### config.mk
export PLATFORM = sky130hd
export DESIGN_NAME = hsbt_ram
export DESIGN_NICKNAME = d
export VERILOG_FILES = /design/src/sv/hash_set_bucket_table_defines.svh /design/src/sv/hsbt_ram.sv
export SDC_FILE = /design/constraint.sdc
export NUM_CORES = 1
export LEC_CHECK = 0
export ABC_AREA = 1
export BUFFER_PORTS_ARGS = -buffer_cell sky130_fd_sc_hd__buf_2
export CORE_AREA = 5 5 111 113
export DETAILED_ROUTE_END_ITERATION = 16
export DIE_AREA = 0 0 116 118
export GPL_TIMING_DRIVEN = 0
export PLACE_DENSITY = 0.7
export SETUP_SLACK_MARGIN = 0.3
export SLEW_MARGIN = 20
export SYNTH_ARGS = -nofsm -noshare
export SYNTH_HDL_FRONTEND = slang
export SYNTH_SLANG_ARGS = --single-unit
### constraint.sdc
create_clock -name clk -period 1.65 [get_ports clk]
set_input_delay 0.33 -clock clk [delete_from_list [all_inputs] [get_ports clk]]
set_output_delay 0.33 -clock clk [all_outputs]
set_load 0.01 [all_outputs]
### src/sv/hash_set_bucket_table_defines.svh
// ---------------------------------------------------------------------------
// Hash set bucket table: assertion macros
// Shared concurrent assertion forms, clocked on clk and disabled in reset.
// ---------------------------------------------------------------------------
`ifndef HASH_SET_BUCKET_TABLE_DEFINES_SVH
`define HASH_SET_BUCKET_TABLE_DEFINES_SVH

// Same-cycle implication: cond holds whenever trig holds.
`define HSBT_ASSERT_IMP(label, trig, cond, msg) \
  label: assert property (@(posedge clk) disable iff (!rst_n) (trig) |-> (cond)) \
    else $error(msg);

// Next-cycle implication: cond holds in the cycle after trig.
`define HSBT_ASSERT_NXT(label, trig, cond, msg) \
  label: assert property (@(posedge clk) disable iff (!rst_n) (trig) |=> (cond)) \
    else $error(msg);

`endif

### src/sv/hsbt_ram.sv
// ---------------------------------------------------------------------------
// Hash set bucket table: generic RAM
// One write port, one read port, registered read data.
// ---------------------------------------------------------------------------
`default_nettype none

module hsbt_ram #(
  parameter int unsigned WIDTH = 8,
  parameter int unsigned DEPTH = 16
) (
  input  wire logic                                   clk,
  input  wire logic                                   we,
  input  wire logic [((DEPTH > 1) ? $clog2(DEPTH) : 1)-1:0] waddr,
  input  wire logic [WIDTH-1:0]                       wdata,
  input  wire logic                                   re,
  input  wire logic [((DEPTH > 1) ? $clog2(DEPTH) : 1)-1:0] raddr,
  output logic      [WIDTH-1:0]                       rdata
);

  logic [WIDTH-1:0] mem [DEPTH];

  always_ff @(posedge clk) begin
    if (we) begin
      mem[waddr] <= wdata;
    end
    if (re) begin
      rdata <= mem[raddr];
    end
  end

endmodule

`default_nettype wire

==> results by group <==
Yosys
  • Synthesized cell area: 5850 um2
  • Syn nets: 570
  • Yosys Warn Count: 0
  • Syn Area/Cell: 10.6 um2
  • Register area share after synthesis: 69.8%
  • Distinct cell type count after synthesis: 11
  • Yosys reg bits: 136
  • Synthesized instance count: 551

STA
  • Max-Slew Margin vs Limit: 43.6%
  • Final number of setup-violating endpoints: 0
  • Final period utilization: 80.5%
  • Clock Skews: 0.00714 ns
  • Fin crit period: 1.33 ns
  • Smallest hold slack: 0.251 ns
  • Sum Neg Setup Slack: 0 ns
  • Max-slew violations: 0
  • Final hold vios: 0
  • Slew @ Worst Pin: 0.843 ns
  • Highest Clock Rate: 753 MHz
  • RSZ-0062 raised after global routing: true

Critical path
  • Kind of cell adding the most delay to the critical path: simple AND/OR/NAND/NOR gates
  • Worst Setup End Kind: flop
  • Worst path max stage delay: 0.63 ns
  • Critical path startpoint category: input pin
  • Worst-path cell with the longest stage delay: nor2_1
  • Crit-path max FO: 8
  • Critical path arrival: 1.37 ns
  • Worst reg2reg path depth: 6
  • Crit path cell chain: buf_2, nand3b_1, nor2_1
  • Crit path kind: in -> reg
  • Buffers & Inverters on Critical Path: 1
  • RR Endpoint: rdata[6]$_DFFE_PP_
  • Start point of the critical path: waddr[3]
  • FF-to-FF setup slack: 0.48 ns
  • FF-to-FF Start: mem[12][6]$_DFFE_PP_
  • Req. time, crit path: 1.69 ns

Global routing
  • Met2 GRT Util: 31.3%
  • Met1 track demand over resource: 28.8%
  • Initial antenna violation count: 0
  • GRT Total Usage: 20.9%
  • Global-route wire length before repair: 20800 um
  • Busiest grt layer: met2
  • Remaining global-route overflow: 0
  • Number of global-route vias before repair: 3758
  • Largest net degree at the start of global routing: 17
  • GRT met3 Usage: 4.99%

Route
  • DRT iter0 DRCs: 446
  • Routed WL: 13500 um
  • 1st-pass router iterations: 6
  • # DRC: 0
  • Total number of vias: 3917
  • Final ANT Viol Nets: 0
  • Wire per inst: 18.0 um
  • Vias per cell: 5.24

Die
  • Die Span X: 116 um
  • Initial core utilization: 52.1%
  • Total die area: 13700 um2
  • Die H: 118 um
  • Core area: 11200 um2
  • Rows: 39
  • I/O Pins: 27

Finish
  • # nets final: 612
  • Area Growth Syn to Fin: 14.4%
  • Diodes inserted: 0
  • Share of post-route cells with drive strength above 1: 12.6%
  • Post-layout utilization of the core: 59.6%
  • FILL cells: 933

Worst hold path
  • Hold Path Cell Cnt: 1
  • Type of the worst min-delay path: in -> reg
  • Hold worst-path end: rdata[0]$_DFFE_PP_
  • Worst Hold Launch: re

Pwr
  • Clock power frac: 44.2%
  • Sw frac: 21.5%
  • Switching power: 0.00170 W
  • Cell internal pwr: 0.00622 W
  • Gate power share: 6.4%
  • Leakage power: 2.89 nW
  • Sequential power share: 49.4%
  • PwrDens: 1180 nW/um2
  • VDD IR max: 0.542 mV

Placement
  • RD Place Congestion: 0.948
  • Port bufs: 23
  • DP HPWL: 8890 um

CTS
  • CTS tree: built
  • Worst-path clk slew: 0.06 ns
  • Clock Tree Root: clkbuf_16
  • H-tree Lvls: 4
  • CTS sink cnt: 136
  • Worst-Skew Late Latency: 0.41 ns
  • Longest Clk Path Bufs: 2
  • TritonCTS Buffers: 17
  • Hold-fix buffers, CTS: 0

Run status
  • Status: finished clean

Job
  • Max Cap Viol: 0
==> cells in the mapped netlist <==
cell type	n	area share, %
nand2_1	173	11
nor2_1	17	1.1
buf_4	4	0.51
buf_1	1	0.064
inv_1	100	6.4
nand3_1	97	8.3
buf_6	6	1.2
edfxtp_1	136	70
nand3b_1	2	0.26
buf_2	13	1.1
inv_2	2	0.13
==> timing repair <==
action	in CTS	in global routing
endpoints found under the setup margin	8	32
pin swaps	0	0
setup buffers	0	0
gates resized for setup	1	2
==> cell type report <==
type	instances	area (um2)	share of cell area (%)
Sequential cell	136	4080	61.0
Multi-Input combinational cell	289	1220	18.2
Clock buffer	19	433	6.47
Inverter	102	383	5.72
Tap cell	143	179	2.67
Buffer	24	166	2.49
Timing Repair Buffer	23	115	1.72
Clock inverter	12	110	1.65
==> worst max-delay path by stage <==
stage / endpoint / slack, ns / depth (start not counted)
after global routing: mem[9][1]$_DFFE_PP_ / 0.29 / 3
after floorplan: mem[10][0]$_DFFE_PP_ / 0.37 / 2
final: mem[7][6]$_DFFE_PP_ / 0.32 / 3
after detailed placement: mem[5][2]$_DFFE_PP_ / -0.20 / 3
after CTS: mem[13][6]$_DFFE_PP_ / 0.29 / 4
after global placement: mem[4][1]$_DFFE_PP_ / -0.13 / 3
==> power groups by stage <==
| stage | Clock [W] | Sequential, W | Combinational [W] |
|---|---|---|---|
| floorplan | 0 | 0.00399 | 0.000273 |
| global placement | 0 | 0.00398 | 0.000480 |
| detailed placement | 0 | 0.00398 | 0.000492 |
| CTS | 0.00353 | 0.00391 | 0.000496 |
| global route | 0.00368 | 0.00392 | 0.000550 |
| finish | 0.00350 | 0.00391 | 0.000503 |
==> flip-flops by register name (all words and copies together), names as in the netlist <==
name,flops
rdata,8
mem,128
==> layout by cell type, fill, tap and decap left out, drive strengths merged <==
| cell type | n |
|---|---|
| buf | 47 |
| bufinv | 2 |
| clkbuf | 19 |
| clkinv | 8 |
| clkinvlp | 2 |
| edfxtp | 136 |
| inv | 102 |
| nand2 | 173 |
| nand3 | 97 |
| nand3b | 2 |
| nor2 | 17 |
==> layer usage <==
| metal | wire length [um] | vias to the layer above |
|---|---|---|
| li1 | - | 1872 |
| met1 | 5560 | 1814 |
| met2 | 6260 | 199 |
| met3 | 1250 | 32 |
| met4 | 385 | 0 |
| met5 | 0 | - |
==> metrics by stage <==
stage / setup slack (ns) / instances / power, W / cell area (um2)
after floorplan: 0.369 / 551 / 0.00426 / 5850
after global placement: -0.132 / 717 / 0.00446 / 6140
after detailed placement: -0.196 / 717 / 0.00448 / 6140
after CTS: 0.292 / 748 / 0.00794 / 6690
after global routing: 0.290 / 748 / 0.00815 / 6690
final: 0.321 / 748 / 0.00791 / 6690
==> kinds of logic (layout without fill, tap and decap cells) <==
group / count (synthesis) / count (layout) / synth area share [%]
buffers and inverters: 126 / 180 / 9.39
flip-flops: 136 / 136 / 69.8
AND/OR/NAND/NOR: 289 / 289 / 20.8
Note: power is estimated with default switching activity, not from simulation.
