### src/sv/hash_set_bucket_table_defines.svh
// ---------------------------------------------------------------------------
// Hash set bucket table: assertion macros
// Shared concurrent assertion forms, clocked on clk and disabled in reset.
// ---------------------------------------------------------------------------
`ifndef HASH_SET_BUCKET_TABLE_DEFINES_SVH
`define HASH_SET_BUCKET_TABLE_DEFINES_SVH

// Same-cycle implication: cond holds whenever trig holds.
`define HSBT_ASSERT_IMP(label, trig, cond, msg) \
  label: assert property (@(posedge clk) disable iff (!rst_n) (trig) |-> (cond)) \
    else $error(msg);

// Next-cycle implication: cond holds in the cycle after trig.
`define HSBT_ASSERT_NXT(label, trig, cond, msg) \
  label: assert property (@(posedge clk) disable iff (!rst_n) (trig) |=> (cond)) \
    else $error(msg);

`endif

### src/sv/hsbt_pkg.sv
// ---------------------------------------------------------------------------
// Hash set bucket table: package
// Sizes, operation codes, row layout and shared types.
// ---------------------------------------------------------------------------
`default_nettype none

package hsbt_pkg;

  localparam int unsigned BUCKETS     = 1024;
  localparam int unsigned WAYS        = 4;
  localparam int unsigned KEY_W       = 20;
  localparam int unsigned FUNC_W      = 2;
  localparam int unsigned BKT_W       = (BUCKETS > 1) ? $clog2(BUCKETS) : 1;
  localparam int unsigned SLOT_W      = KEY_W + 1;          // {valid, key}
  localparam int unsigned ROW_W       = WAYS * SLOT_W;
  localparam int unsigned IN_TDATA_W  = ((KEY_W + 7) / 8) * 8;
  localparam int unsigned IN_TUSER_W  = FUNC_W;
  localparam int unsigned OUT_TDATA_W = 8;

  typedef logic [FUNC_W-1:0] func_t;
  typedef logic [KEY_W-1:0]  key_t;
  typedef logic [BKT_W-1:0]  bkt_t;
  typedef logic [ROW_W-1:0]  row_t;

  localparam func_t FUNC_ADD      = 2'd0;
  localparam func_t FUNC_REMOVE   = 2'd1;
  localparam func_t FUNC_CONTAINS = 2'd2;

  typedef struct packed {
    logic found;
    logic bucket_full;
    logic wr_en;
  } hsbt_res_t;

  typedef enum logic [2:0] {
    ST_CLEAR  = 3'b001,
    ST_IDLE   = 3'b010,
    ST_LOOKUP = 3'b100
  } state_t;

endpackage

`default_nettype wire

### src/sv/hsbt_match.sv
// ---------------------------------------------------------------------------
// Hash set bucket table: bucket match and update
// Compare a key against one bucket row, pick the hit and free slots, and
// build the row to write back.
// ---------------------------------------------------------------------------
`default_nettype none

module hsbt_match (
  input  wire hsbt_pkg::func_t   func,
  input  wire hsbt_pkg::key_t    key,
  input  wire hsbt_pkg::row_t    row,
  output hsbt_pkg::row_t         row_new,
  output hsbt_pkg::hsbt_res_t    res
);
  import hsbt_pkg::*;

  localparam int unsigned WAY_W = (WAYS > 1) ? $clog2(WAYS) : 1;

  logic [WAYS-1:0] slot_vld;
  logic [WAYS-1:0] slot_eq;
  logic            hit;
  logic            have_free;
  logic [WAY_W-1:0] hit_way;
  logic [WAY_W-1:0] free_way;

  always_comb begin
    for (int w = 0; w < int'(WAYS); w++) begin
      slot_vld[w] = row[w*SLOT_W + KEY_W];
      slot_eq[w]  = slot_vld[w] && (row[w*SLOT_W +: KEY_W] == key);
    end
  end

  // Priority pick: lowest-numbered match and lowest-numbered free slot.
  always_comb begin
    hit       = 1'b0;
    have_free = 1'b0;
    hit_way   = '0;
    free_way  = '0;
    for (int w = 0; w < int'(WAYS); w++) begin
      if (slot_eq[w] && !hit) begin
        hit     = 1'b1;
        hit_way = WAY_W'(w);
      end
      if (!slot_vld[w] && !have_free) begin
        have_free = 1'b1;
        free_way  = WAY_W'(w);
      end
    end
  end

  always_comb begin
    row_new         = row;
    res.found       = hit;
    res.bucket_full = 1'b0;
    res.wr_en       = 1'b0;
    case (func)
      FUNC_ADD: begin
        if (!hit) begin
          if (have_free) begin
            row_new[free_way*SLOT_W +: SLOT_W] = {1'b1, key};
            res.wr_en = 1'b1;
          end else begin
            res.bucket_full = 1'b1;
          end
        end
      end
      FUNC_REMOVE: begin
        if (hit) begin
          row_new[hit_way*SLOT_W + KEY_W] = 1'b0;
          res.wr_en = 1'b1;
        end
      end
      default: begin
        // contains, and the unused code acting as contains: no change
      end
    endcase
  end

endmodule

`default_nettype wire

### config.mk
export PLATFORM = sky130hd
export DESIGN_NAME = hsbt_match
export DESIGN_NICKNAME = d
export VERILOG_FILES = /design/src/sv/hash_set_bucket_table_defines.svh /design/src/sv/hsbt_pkg.sv /design/src/sv/hsbt_match.sv
export SDC_FILE = /design/constraint.sdc
export NUM_CORES = 1
export LEC_CHECK = 0
export BUFFER_PORTS_ARGS = -buffer_cell sky130_fd_sc_hd__buf_2
export CAP_MARGIN = 40
export CORE_MARGIN = 2
export CORE_UTILIZATION = 44
export DETAILED_ROUTE_END_ITERATION = 8
export PLACE_DENSITY = 0.88
export SYNTH_ARGS = -nofsm -noshare
export SYNTH_HDL_FRONTEND = slang
export SYNTH_SLANG_ARGS = --single-unit
### constraint.sdc
create_clock -name vclk -period 3.2
set_clock_uncertainty 0.2 [all_clocks]
set_input_delay 0.48 -clock vclk [all_inputs]
set_output_delay 0.48 -clock vclk [all_outputs]
set_load 0.01 [all_outputs]
==> impl_metrics.ini <==
[run_status]
status = complete, but fails checks
violations = negative setup slack

[pwr]
ir_drop_mv = 0.1374
p_int_mw = 0.3271
share_seq_of_total_power = 0
power.share.switching = 0.5565
pwr-share-comb = 1.000
power_density_nw_per_um2 = 133.3
p_sw_mw = 0.4104
power.leakage_nw = 2.311
power_frac_clock = 0

[run]
drv_cap = 0

[logic_synthesis]
seq_area_frac_synth = 0
synth_most_common_cell = nand2_1
syn_inst = 453
synth_top_cell_by_area = xnor2_1
synth.distinct_cells = 38
yosys_warnings = 0
yosys.area.top_type_share = 0.1637
synth_area_sq_um = 2836
synthTopCellsByCount = nand2_1 (85), o21ai_0 (80), xnor2_1 (53)
synth.top_cells.by_area = xnor2_1 (16%), o21ai_0 (14%), nand2_1 (11%)
syn_nets = 563
avgSynthCellArea_sq_um = 6.262

[floorplanning]
die_area_sq_um = 7105
die_height_um = 84.29
start_util = 0.4519
core_sq_um = 6277
rows = 29
die_width_um = 84.29
design.portCount = 193

[place]
place_ws_ps = -435.7
port_buffers = 193
postPlaceCellArea_sq_um = 4289
place.gp.congestion = 1.002
place_hpwl_mm = 10.76

[global_route]
grt_pass1_vias = 4293
grt_util_met3 = 0.04130
globalRouteMet2Util = 0.6789
grt_usage = 0.3909
grt_max_degree = 41
grt_overflow_total = 0
antenna_found_initial = 0
grt_use_met1 = 0.4930
grt_pass1_wl_mm = 22.62
top_usage_layer = met2

[timing]
fmax_mhz = 278.2
maxSlewHeadroom = 0.6524
finalSetupViolCount = 85
hold_viol = 0
maxSlewViolCount = 0
finalCritPeriodShare = 1.123
final.min_clock_period_ps = 3594
finalWorstSetupSlack_ps = -394.0
worst_pin_slew_ps = 514.7
rsz0062_at_grt = true

[setup_path]
critical_path_class = in2out
crit_path_max_incr_delay_ps = 390
cp_slowest_cell = nor4_2
cpLargestDelayFamily = simple AND/OR/NAND/NOR gates
start_kind = primary input
worst_setup_path_end_kind = output pin
cp.arrival_ps = 2910
worstPathCellList = buf_2 > xor2_1 > nor4_4 > nand4_1 > nor4_2 > nand3b_4 > buf_12 > buf_12 > clkbuf_16 > o21ai_1 > o31ai_4 > buf_2
critPathMaxFanout = 8
required_ps = 2520
cp_num_buf_inv = 5

[drt]
drt_pass1_iterations = 5
routed_wl_mm = 18.46
antenna_left = 0
drcViolationCount = 0
vias = 4993
wire_per_inst_um = 24.16
vias_per_cell = 6.535
drt-initial-drc-count = 506

[cells_and_area]
finalInstanceArea_sq_um = 5533
antenna_cells = 0
drive_gt1_frac = 0.5473
fillCellCount = 307
synthToLayoutAreaGrowth_pct = 95.06
nClkBuffers = 0
multiInputGateArea_sq_um = 3059
nets = 799
ff_latch_area_sq_um = 0
seq_cell_count = 0

[min_path]
hold_class = in2out
==> area by class of cell <==
class,count,area share
repair buffers,288,0.4120
inverters,26,0.01764
multi-input cells,373,0.5529
well taps,77,0.01741
==> per-layer routing <==
metal / vias to the layer above / routed length (um)
met1: 2300 / 6302
met4: 0 / 1608
met2: 504 / 8564
met5: - / 0
met3: 153 / 1982
li1: 2036 / -
==> power groups by stage <==
stage / Combinational [mW] / Clock, mW / Sequential [mW]
2_1_floorplan: 0.297 / 0 / 0
3_3_place_gp: 0.573 / 0 / 0
3_5_place_dp: 0.583 / 0 / 0
4_1_cts: 0.606 / 0 / 0
5_1_grt: 0.767 / 0 / 0
6_report: 0.738 / 0 / 0
==> worst paths after layout <==
kind    start     endpoint  slack [ps]  cells past startpoint
max   key[17]  row_new[55]        -390                     12
min    row[3]   row_new[3]        1090                      4
==> metrics by stage <==
stage                     hold slack [ps]  power, mW  utilization  std cells  setup TNS (ps)
after global placement               1090     0.5730       0.6809        738          -23440
final                                1093     0.7375       0.8814        764          -24030
after floorplan                     786.0     0.2972            -        453               0
after detailed placement             1097     0.5835       0.6833        739          -22820
after global routing                 1112     0.7666       0.8814        764          -29370
after CTS                            1097     0.6061       0.7586        758           -8244
==> timing repair <==
item,4_1_cts,5_1_grt
setup endpoints to repair,77,87
resized for setup,71,140
cloned,7,7
setup buffers,14,4
pin swaps,12,56
hold buffers,0,0
==> kinds of logic after synthesis <==
kind of cell               Yosys count  synth area share
buffers and inverters               80            0.1495
muxes                               21           0.07411
AOI/OAI and AO/OA                  131            0.2805
and+or+nand+nor                    137            0.2311
adders and majority gates            4           0.01765
xor gates and xnor gates            80            0.2470
==> cells in the final DEF (no fill, tap or decap), types with 2 or more instances in the layout <==
master	Yosys	routed
xor2_1	27	24
o31ai_4	0	29
clkbuf_16	0	8
buf_8	2	4
o21ai_0	80	32
xnor2_1	53	53
nor3_2	1	3
nor3_1	5	2
buf_12	0	18
buf_2	13	183
nor2_1	4	4
buf_4	11	53
xor2_2	0	2
mux2i_1	21	21
buf_16	0	6
buf_6	5	16
nand4_1	16	16
nor4_2	1	3
and2_1	3	3
o21ai_2	0	32
nand3_1	5	5
a21oi_1	2	2
nor4_1	8	5
nand2_1	85	85
inv_1	26	26
o31ai_1	40	4
o31ai_2	0	7
o21ai_1	3	19
ha_1	4	4
No activity file was read; power rests on OpenSTA's default activity.
